## config.mk

```make
export PLATFORM = sky130hd
export DESIGN_NAME = array_list_with_cursor_core
export DESIGN_NICKNAME = d
export VERILOG_FILES = /design/src/sv/arlc_pkg.sv /design/src/sv/arlc_ctrl.sv /design/src/sv/arlc_dpath.sv /design/src/sv/array_list_with_cursor_core.sv
export SDC_FILE = /design/constraint.sdc
export NUM_CORES = 1
export LEC_CHECK = 0
export BUFFER_PORTS_ARGS = -buffer_cell sky130_fd_sc_hd__buf_2
export CAP_MARGIN = 20
export CELL_PAD_IN_SITES_DETAIL_PLACEMENT = 0
export CELL_PAD_IN_SITES_GLOBAL_PLACEMENT = 1
export CORE_UTILIZATION = 45
export CTS_BUF_LIST = sky130_fd_sc_hd__clkbuf_16
export CTS_CLUSTER_DIAMETER = 120
export CTS_CLUSTER_SIZE = 10
export DETAILED_ROUTE_END_ITERATION = 16
export PLACE_DENSITY_LB_ADDON = 0.1
export SYNTH_ARGS = -nofsm -noshare
export SYNTH_HDL_FRONTEND = slang
export SYNTH_SLANG_ARGS = --single-unit
```

## constraint.sdc

```tcl
create_clock -name clk -period 11.5 [get_ports clk]
set_clock_uncertainty 0.15 [all_clocks]
set_input_delay 2.875 -clock clk [delete_from_list [all_inputs] [get_ports clk]]
set_output_delay 2.875 -clock clk [all_outputs]
set_load 0.02 [all_outputs]
```

## src/sv/arlc_pkg.sv

```systemverilog
// ----------------------------------------------------------------------------
// arlc_pkg: shared definitions for the array list with cursor
// Operation and status codes, default sizes, controller/datapath structs.
// ----------------------------------------------------------------------------
package arlc_pkg;

  localparam int CAPACITY_DEF   = 16;
  localparam int DATA_WIDTH_DEF = 32;

  localparam logic [1:0] OP_APPEND = 2'd0;
  localparam logic [1:0] OP_FIRST  = 2'd1;
  localparam logic [1:0] OP_NEXT   = 2'd2;
  localparam logic [1:0] OP_REMOVE = 2'd3;

  localparam logic [1:0] ST_OK         = 2'd0;
  localparam logic [1:0] ST_FULL       = 2'd1;
  localparam logic [1:0] ST_NO_MORE    = 2'd2;
  localparam logic [1:0] ST_NO_CURRENT = 2'd3;

  typedef struct packed {
    logic accept;
    logic exec;
    logic capture;
    logic shift;
    logic load;
  } cmd_t;

  typedef struct packed {
    logic [1:0] op;
    logic       fail;
    logic       more;
  } sts_t;

endpackage

```

## src/sv/arlc_ctrl.sv

```systemverilog
// ----------------------------------------------------------------------------
// arlc_ctrl: sequencer for the array list with cursor
// Steps one item through execute, read capture and the remove shift loop,
// and owns the output valid flag.
// ----------------------------------------------------------------------------
module arlc_ctrl (
  input  logic          clk,
  input  logic          rst,
  input  logic          s_tvalid,
  output logic          s_tready,
  output logic          m_tvalid,
  input  logic          m_tready,
  input  arlc_pkg::sts_t sts,
  output arlc_pkg::cmd_t cmd
);

  localparam logic [2:0] S_IDLE  = 3'd0;
  localparam logic [2:0] S_EXEC  = 3'd1;
  localparam logic [2:0] S_CAP   = 3'd2;
  localparam logic [2:0] S_SHIFT = 3'd3;
  localparam logic [2:0] S_LOAD  = 3'd4;

  logic [2:0] state;
  logic [2:0] state_next;
  logic       out_valid;
  logic       out_valid_next;

  always_comb begin
    state_next = state;
    cmd        = '0;
    s_tready   = 1'b0;
    case (state)
      S_IDLE: begin
        s_tready = 1'b1;
        if (s_tvalid) begin
          cmd.accept = 1'b1;
          state_next = S_EXEC;
        end
      end
      S_EXEC: begin
        cmd.exec = 1'b1;
        if (sts.fail || sts.op == arlc_pkg::OP_APPEND) begin
          state_next = S_LOAD;
        end else begin
          state_next = S_CAP;
        end
      end
      S_CAP: begin
        cmd.capture = 1'b1;
        if (sts.op == arlc_pkg::OP_REMOVE && sts.more) begin
          state_next = S_SHIFT;
        end else begin
          state_next = S_LOAD;
        end
      end
      S_SHIFT: begin
        cmd.shift = 1'b1;
        if (!sts.more) begin
          state_next = S_LOAD;
        end
      end
      S_LOAD: begin
        if (!out_valid || m_tready) begin
          cmd.load   = 1'b1;
          state_next = S_IDLE;
        end
      end
      default: begin
        state_next = S_IDLE;
      end
    endcase
  end

  always_comb begin
    out_valid_next = out_valid;
    if (cmd.load) begin
      out_valid_next = 1'b1;
    end else if (m_tready) begin
      out_valid_next = 1'b0;
    end
  end

  always_ff @(posedge clk) begin
    if (rst) begin
      state     <= S_IDLE;
      out_valid <= 1'b0;
    end else begin
      state     <= state_next;
      out_valid <= out_valid_next;
    end
  end

  assign m_tvalid = out_valid;

endmodule

```

## src/sv/arlc_dpath.sv

```systemverilog
// ----------------------------------------------------------------------------
// arlc_dpath: storage and datapath for the array list with cursor
// Element memory with registered read, count, cursor, shift index and the
// output register.
// ----------------------------------------------------------------------------
module arlc_dpath #(
  parameter int CAPACITY   = arlc_pkg::CAPACITY_DEF,
  parameter int DATA_WIDTH = arlc_pkg::DATA_WIDTH_DEF,
  parameter int AW         = $clog2(CAPACITY),
  parameter int CW         = $clog2(CAPACITY + 1)
) (
  input  logic                  clk,
  input  logic                  rst,
  input  arlc_pkg::cmd_t        cmd,
  output arlc_pkg::sts_t        sts,
  input  logic [1:0]            in_op,
  input  logic [DATA_WIDTH-1:0] in_data,
  output logic [DATA_WIDTH-1:0] out_data,
  output logic [1:0]            out_status,
  output logic [CW-1:0]         out_count
);

  logic [DATA_WIDTH-1:0] mem [CAPACITY];
  logic [DATA_WIDTH-1:0] rd_data;
  logic [AW-1:0]         rd_addr;
  logic                  we;
  logic [AW-1:0]         wr_addr;
  logic [DATA_WIDTH-1:0] wr_data;

  logic [1:0]            op;
  logic [DATA_WIDTH-1:0] data;
  logic [CW-1:0]         count;
  logic                  cur_valid;
  logic [AW-1:0]         cur_idx;
  logic [AW-1:0]         sh;
  logic [DATA_WIDTH-1:0] res_data;
  logic [1:0]            res_status;

  logic [CW-1:0]         next_pos;
  logic                  fail;
  logic [1:0]            fail_code;

  assign next_pos = cur_valid ? (CW'(cur_idx) + CW'(1)) : '0;

  always_comb begin
    fail      = 1'b0;
    fail_code = arlc_pkg::ST_OK;
    case (op)
      arlc_pkg::OP_APPEND: begin
        fail      = (count == CW'(CAPACITY));
        fail_code = arlc_pkg::ST_FULL;
      end
      arlc_pkg::OP_FIRST: begin
        fail      = (count == '0);
        fail_code = arlc_pkg::ST_NO_MORE;
      end
      arlc_pkg::OP_NEXT: begin
        fail      = (next_pos >= count);
        fail_code = arlc_pkg::ST_NO_MORE;
      end
      arlc_pkg::OP_REMOVE: begin
        fail      = !cur_valid || (CW'(cur_idx) >= count);
        fail_code = arlc_pkg::ST_NO_CURRENT;
      end
      default: begin
        fail      = 1'b0;
        fail_code = arlc_pkg::ST_OK;
      end
    endcase
  end

  assign sts.op   = op;
  assign sts.fail = fail;
  assign sts.more = (CW'(sh) + CW'(1)) < count;

  always_comb begin
    rd_addr = '0;
    if (cmd.exec) begin
      case (op)
        arlc_pkg::OP_NEXT:   rd_addr = next_pos[AW-1:0];
        arlc_pkg::OP_REMOVE: rd_addr = cur_idx;
        default:             rd_addr = '0;
      endcase
    end else if (cmd.capture) begin
      rd_addr = sh + AW'(1);
    end else if (cmd.shift) begin
      rd_addr = sh + AW'(2);
    end
  end

  always_comb begin
    we      = 1'b0;
    wr_addr = sh;
    wr_data = rd_data;
    if (cmd.exec && op == arlc_pkg::OP_APPEND && !fail) begin
      we      = 1'b1;
      wr_addr = count[AW-1:0];
      wr_data = data;
    end else if (cmd.shift) begin
      we = 1'b1;
    end
  end

  always_ff @(posedge clk) begin
    if (we) begin
      mem[wr_addr] <= wr_data;
    end
    rd_data <= mem[rd_addr];
  end

  always_ff @(posedge clk) begin
    if (cmd.accept) begin
      op   <= in_op;
      data <= in_data;
    end
    if (cmd.exec) begin
      res_data   <= '0;
      res_status <= fail ? fail_code : arlc_pkg::ST_OK;
      sh         <= cur_idx;
    end
    if (cmd.capture) begin
      res_data <= rd_data;
    end
    if (cmd.shift) begin
      sh <= sh + AW'(1);
    end
    if (cmd.load) begin
      out_data   <= res_data;
      out_status <= res_status;
      out_count  <= count;
    end
  end

  always_ff @(posedge clk) begin
    if (rst) begin
      count     <= '0;
      cur_valid <= 1'b0;
      cur_idx   <= '0;
    end else begin
      if (cmd.exec && !fail) begin
        case (op)
          arlc_pkg::OP_APPEND: begin
            count <= count + CW'(1);
          end
          arlc_pkg::OP_FIRST: begin
            cur_valid <= 1'b1;
            cur_idx   <= '0;
          end
          arlc_pkg::OP_NEXT: begin
            cur_valid <= 1'b1;
            cur_idx   <= next_pos[AW-1:0];
          end
          default: begin
          end
        endcase
      end
      if (cmd.capture && op == arlc_pkg::OP_REMOVE) begin
        count <= count - CW'(1);
        if (cur_idx == '0) begin
          cur_valid <= 1'b0;
        end else begin
          cur_idx <= cur_idx - AW'(1);
        end
      end
    end
  end

endmodule

```

## src/sv/array_list_with_cursor_core.sv

```systemverilog
// ----------------------------------------------------------------------------
// array_list_with_cursor_core: fixed-capacity list with a traversal cursor
// Append, go to first, go to next and remove current; one result per item.
// ----------------------------------------------------------------------------
// One item is taken at a time. Append and any failing operation go from accept
// through execute to the result register load; first and next add a read
// capture step, and remove adds to it a shift step per element shifted down
// (count - 1 - cursor, at most CAPACITY - 1), since the element memory has one
// write and one read port and the shift moves one element per cycle. A result
// waits in the output register while the next item is accepted; a finished
// item stalls only if that register is still occupied.
module array_list_with_cursor_core #(
  parameter int CAPACITY   = arlc_pkg::CAPACITY_DEF,
  parameter int DATA_WIDTH = arlc_pkg::DATA_WIDTH_DEF,
  parameter int CW         = $clog2(CAPACITY + 1),
  parameter int IN_W       = ((DATA_WIDTH + 7) / 8) * 8,
  parameter int OUT_W      = ((DATA_WIDTH + CW + 7) / 8) * 8
) (
  input  logic             clk,
  input  logic             rst,
  input  logic             s_tvalid,
  output logic             s_tready,
  input  logic [IN_W-1:0]  s_tdata,   // item_data
  input  logic [1:0]       s_tuser,   // operation
  output logic             m_tvalid,
  input  logic             m_tready,
  output logic [OUT_W-1:0] m_tdata,   // result_data, element_count
  output logic [1:0]       m_tuser    // status
);

  arlc_pkg::cmd_t        cmd;
  arlc_pkg::sts_t        sts;
  logic [DATA_WIDTH-1:0] out_data;
  logic [CW-1:0]         out_count;

  arlc_ctrl u_ctrl (
    .clk      (clk),
    .rst      (rst),
    .s_tvalid (s_tvalid),
    .s_tready (s_tready),
    .m_tvalid (m_tvalid),
    .m_tready (m_tready),
    .sts      (sts),
    .cmd      (cmd)
  );

  arlc_dpath #(
    .CAPACITY   (CAPACITY),
    .DATA_WIDTH (DATA_WIDTH),
    .CW         (CW)
  ) u_dpath (
    .clk        (clk),
    .rst        (rst),
    .cmd        (cmd),
    .sts        (sts),
    .in_op      (s_tuser),
    .in_data    (s_tdata[DATA_WIDTH-1:0]),
    .out_data   (out_data),
    .out_status (m_tuser),
    .out_count  (out_count)
  );

  assign m_tdata = OUT_W'({out_count, out_data});

endmodule
```

# After elaboration in Yosys (flattened, before gate mapping)
# Memory sizes are Yosys's and may differ from the RTL's. A register that Yosys moved wholly into a read port is not among the register bits.
# Cells that the tools add are included.
dict set report classes {
  muxes 44
  reduce_logical 23
  order_cmp 3
  addsub 7
  n_eq_ne 11
}
# op n
set ops {}
lappend ops {{$mux W32} 3}
lappend ops {{$mux W4} 9}
lappend ops {{$mux W5} 4}
lappend ops {{$mux W1} 18}
lappend ops {{$pmux W4 S2} 2}
lappend ops {{$mux W3} 5}
lappend ops {{$pmux W3 S5} 1}
lappend ops {{$add A4 B1 Y5 const B} 2}
lappend ops {{$reduce_bool A2 Y1} 5}
lappend ops {{$eq A3 B2 Y1 const B} 2}
lappend ops {{$pmux W2 S3} 1}
lappend ops {{$add A5 B1 Y5 const B} 1}
lappend ops {{$eq A5 B5 Y1 const B} 1}
lappend ops {{$ge A4 B5 Y1} 1}
lappend ops {{$ge A5 B5 Y1} 1}
lappend ops {{$logic_and A1 B1 Y1} 5}
lappend ops {{$logic_not A5 Y1} 1}
lappend ops {{$lt A5 B5 Y1} 1}
lappend ops {{$sub A5 B1 Y5 const B} 1}
lappend ops {{$add A4 B1 Y4 const B} 1}
lappend ops {{$add A4 B2 Y4 const B} 1}
lappend ops {{$eq A2 B2 Y1 const B} 2}
lappend ops {{$logic_not A4 Y1} 1}
lappend ops {{$ne A2 B2 Y1 const B} 2}
lappend ops {{13 further kinds} 17}
dict set report totals {
  inputBits 38
  regBits 125
  out_inout_bits 44
  mem_count 1
  wordCells 102
  ram_bits 512
}
# name words word_bits rd rd_clocked_by_memory_dff write_ports line_no
set memory_table {}
lappend memory_table {u_dpath.mem 16 32 1 1 1 arlc_dpath.sv:23} ;# logic [DATA_WIDTH-1:0] mem [CAPACITY];

# Depth between registers and ports, before layout
dict set report depth {
  word_depth 9
  ltp_mapped 12
  depth_no_buf 12
}

# Hierarchy
# A second synthesis with hierarchy kept.
dict set report unflattened {
  cells_unflattened 1911
  area_unflattened_um2 26357.8
}
# module cells_each seq_area_each_um2 area_per_inst_um2 instances
set modules_own_cells {}
lappend modules_own_cells {arlc_dpath 1870 19548.7 26030.0 1}
lappend modules_own_cells {arlc_ctrl 37 80.1 301.5 1}
lappend modules_own_cells {array_list_with_cursor_core 4 0.0 26.3 1}

# Worst setup path after synthesis
# Ideal clock, no wire load.
dict set report synth_path {
  path_type {input to register}
  startpoint {input m_tready}
  endpoint {register u_dpath.out_count[0] (enable)}
  t_required_ps 10950
  slack_ps 6957
  arrival_ps 3993
  n_path_buf 0
  setup_time_ps 400
  stages 2
  path_cell_list {nand2b_1 and3_1}
}
# element line_no
set synth_rtl {}
lappend synth_rtl {{start: declaration} array_list_with_cursor_core.sv:26} ;# input logic m_tready,
lappend synth_rtl {{end signal: assignment} arlc_dpath.sv:130} ;# out_count <= count;
lappend synth_rtl {{end: declaration} arlc_dpath.sv:20} ;# output logic [CW-1:0] out_count

# Final worst setup path
dict set report layout_path {
  startpoint {register u_ctrl.state[2]}
  endpoint {output s_tready}
}
dict set report layout_via {
  elab_chain_len 2
}
# element line_no
set layout_lines {}
lappend layout_lines {{start: declaration} arlc_ctrl.sv:23} ;# logic [2:0] state;
lappend layout_lines {{start signal: assignment} arlc_ctrl.sv:88} ;# state <= state_next;
lappend layout_lines {{$logic_not A3 Y1} arlc_ctrl.sv:32} ;# case (state)
lappend layout_lines {{$mux W1} arlc_ctrl.sv:32}
lappend layout_lines {{end: declaration} array_list_with_cursor_core.sv:22} ;# output logic s_tready,
# No other way between the ends.

==> results by group <==
STA
  • Final hold violation count: 0
  • RSZ-0062 raised after global routing: no
  • Max Freq: 215 MHz
  • Worst Max-Slew Pin Slew: 0.999 ns
  • Min Tclk post-route: 4.64 ns
  • Final setup viols: 0
  • Tcrit/Tclk final: 40.4%
  • Max Transition Viols Final: 0
  • Slew margin rel.: 33.1%
  • Setup_tns: 0 ns

Worst hold path
  • Hold Crit Class: flop to flop

Yosys
  • FFs w/ async S/R, synth: 0%
  • Most frequent cells after synthesis: edfxtp_1 (623), nand2_1 (404), a21oi_1 (143), a32o_1 (64), a32oi_1 (64)
  • Syn Area/Cell: 14.8 sq um
  • Distinct cells, synth: 57
  • Register area share after synthesis: 74.9%
  • Post-synth EDFFs: 623
  • Top FF cell, synth: edfxtp_1
  • Flops & latches, synth: 669
  • Most common cell in the netlist: edfxtp_1
  • Gate Count Post-Synth: 1775
  • Post-synth top area cell: edfxtp_1
  • Area contributors post-synth: edfxtp_1 (71%), nand2_1 (5.8%), dfxtp_1 (3.5%), a21oi_1 (2.7%), a32o_1 (2.4%)
  • Share of the synthesized area in the top cell type: 71.4%
  • Synth Warn #: 0
  • Post-synthesis cell area: 26200 sq um

Drt
  • WL final: 62.4 mm
  • DRC viols: 0
  • DR vias: 15116
  • Average wire per standard cell: 23.4 um
  • Antenna Nets Post-Route: 0
  • Vias per inst: 5.67
  • Iteration-0 DRC Markers: 1227
  • DR pass1 iterations: 5

Critical path
  • Crit path to: s_tready
  • Critical-path maximum fanout: 12
  • Critical Path RT: 8.48 ns
  • CP startpoint: u_ctrl.state[2]
  • Reg2reg end: u_dpath.mem[1][6]
  • Setup crit end kind: primary output
  • Setup slack, reg-to-reg: 7.17 ns
  • R2R Path Start: u_ctrl.state[0]
  • Worst path arrival time: 1.62 ns
  • Setup crit start kind: flop
  • Critical path type: flop to primary output
  • Reg2reg path depth: 7

Final layout
  • Non-Filler Instances: 2666
  • Layout Area Growth over Synthesis: 12.6%
  • Layout cells sized above 1: 14.3%
  • Final Core Density: 51.2%
  • Layout Nets: 1909
  • N_diodes: 0

Pwr
  • Max IR drop VDD: 0.000105 V
  • Static Leak: 10.1 nW
  • Pwr dens: 176 nW/um^2
  • Overall power: 5.19 mW

Placed design
  • Port Buffers: 78
  • Placed cells: 2532
  • Placer Congestion: 0.779
  • Final HPWL DP: 30.3 mm

Clocking
  • Post-CTS Resized: 0
  • Post-CTS Repair Setup Buffers: 0
  • CTS tree: yes
  • Clock transition at path regs: 0.05 ns
  • TritonCTS buffer count: 76
  • Cts hold-fix bufs: 0
  • Number of H-tree levels: 3
  • Clock Latency Late Sink: 0.61 ns
  • Worst-case clock buffer depth: 3
  • Clock Root Buffer: clkbuf_16
  • Clk sinks: 669

Global route
  • Global Route Usage Sum: 21.4%
  • Antenna violations before repair: 0
  • First-pass GRT wire length: 93.8 mm
  • Global route total overflow: 0
  • Vias in the first global route: 14701
  • Pin count of the biggest net entering global routing: 194

Floorplan
  • DIE WIDTH: 243 um
  • Core Box Area: 57600 sq um
  • Die area: 59200 sq um
  • Die Ht: 243 um
  • Num rows: 88
  • Starting density of the core: 45.5%
  • Ports: 82

Job
  • Max-capacitance violation count: 0

Status
  • Run status: finished clean
-- worst min path at each step --
stage	startpoint	end	slack, ns	cells after the start
after global routing	u_dpath.res_data[9]	u_dpath.out_data[9]	0.27	0
after CTS	u_dpath.res_data[9]	u_dpath.out_data[9]	0.25	0
final	u_dpath.res_data[9]	u_dpath.out_data[9]	0.26	0
after floorplan	u_dpath.res_data[0]	u_dpath.out_data[0]	0.25	0
after global placement	u_dpath.res_data[20]	u_dpath.out_data[20]	0.25	0
after detailed placement	u_dpath.res_data[20]	u_dpath.out_data[20]	0.25	0
-- sequential cells by signal, summed over array words and instances (netlist names) --
name	cells
u_dpath.out_status	2
u_ctrl.state	3
u_dpath.cur_valid	1
u_dpath.out_count	5
u_dpath.res_data	32
u_dpath.sh	4
u_dpath.out_data	32
u_ctrl.m_tvalid	1
u_dpath.rd_data	32
u_dpath.count	5
u_dpath.mem	512
u_dpath.res_status	2
u_dpath.cur_idx	4
u_dpath.op	2
u_dpath.data	32
-- through the flow --
stage	area [sq um]	setup slack, ns	hold WS (ns)
final	29500	6.86	0.258
after global routing	29500	6.72	0.267
after CTS	29500	6.84	0.255
after detailed placement	27300	6.80	0.255
after global placement	27300	6.83	0.251
after floorplan	26200	6.96	0.250
-- layout by cell type (no fill, tap or decap), types with 35 or more instances in the layout --
| cell | n |
|---|---|
| clkbuf_16 | 78 |
| mux2_2 | 35 |
| a32o_1 | 64 |
| dfxtp_1 | 46 |
| nand2_1 | 402 |
| a21oi_1 | 143 |
| buf_2 | 78 |
| edfxtp_1 | 623 |
| inv_1 | 66 |
| a32oi_1 | 64 |
-- final cells by class --
class,count,area (sq um)
tap,765,957
multi-input combinational,976,6010
clock buffer,78,1950
fill,4869,28100
sequential,669,19600
clock inverter,56,243
timing repair buffer,107,646
inverter,15,56.3
-- power breakdown --
| group | leakage, nW | switching (mW) | internal (mW) | total, mW |
|---|---|---|---|---|
| Combinational | 2.83 | 0.184 | 0.0629 | 0.247 |
| Sequential | 6.04 | 0.0214 | 2.78 | 2.80 |
| Clock | 1.26 | 0.921 | 1.22 | 2.14 |
-- critical path, cell delays in order (launching register included) --
cell     delay, ns
dfxtp_1       0.47
nor3_1        0.32
buf_2         0.22
-- logic make-up after synthesis --
family                     after synthesis  synth area share [%]
adders and majority gates               26                  1.27
xor gates and xnor gates                 8                 0.268
and+or+nand+nor                        521                  8.23
AOI/OAI and AO/OA                      381                  10.9
DFF                                    669                  74.9
buffers and inverters                  132                  2.78
muxes                                   37                  1.58
other                                    1                0.0143
-- routing by layer --
metal  part of all wire [%]  global-route usage (%)  vias to the layer above  routed length, um
li1                       -                       -                     6917                  -
met3                    4.9                    3.38                      100               3060
met5                      0                       0                        -                  0
met4                    2.1                    5.96                        0               1290
met1                     46                    31.1                     7694              29000
met2                     47                    33.4                      405              29100
(Power assumes the default switching activity.)
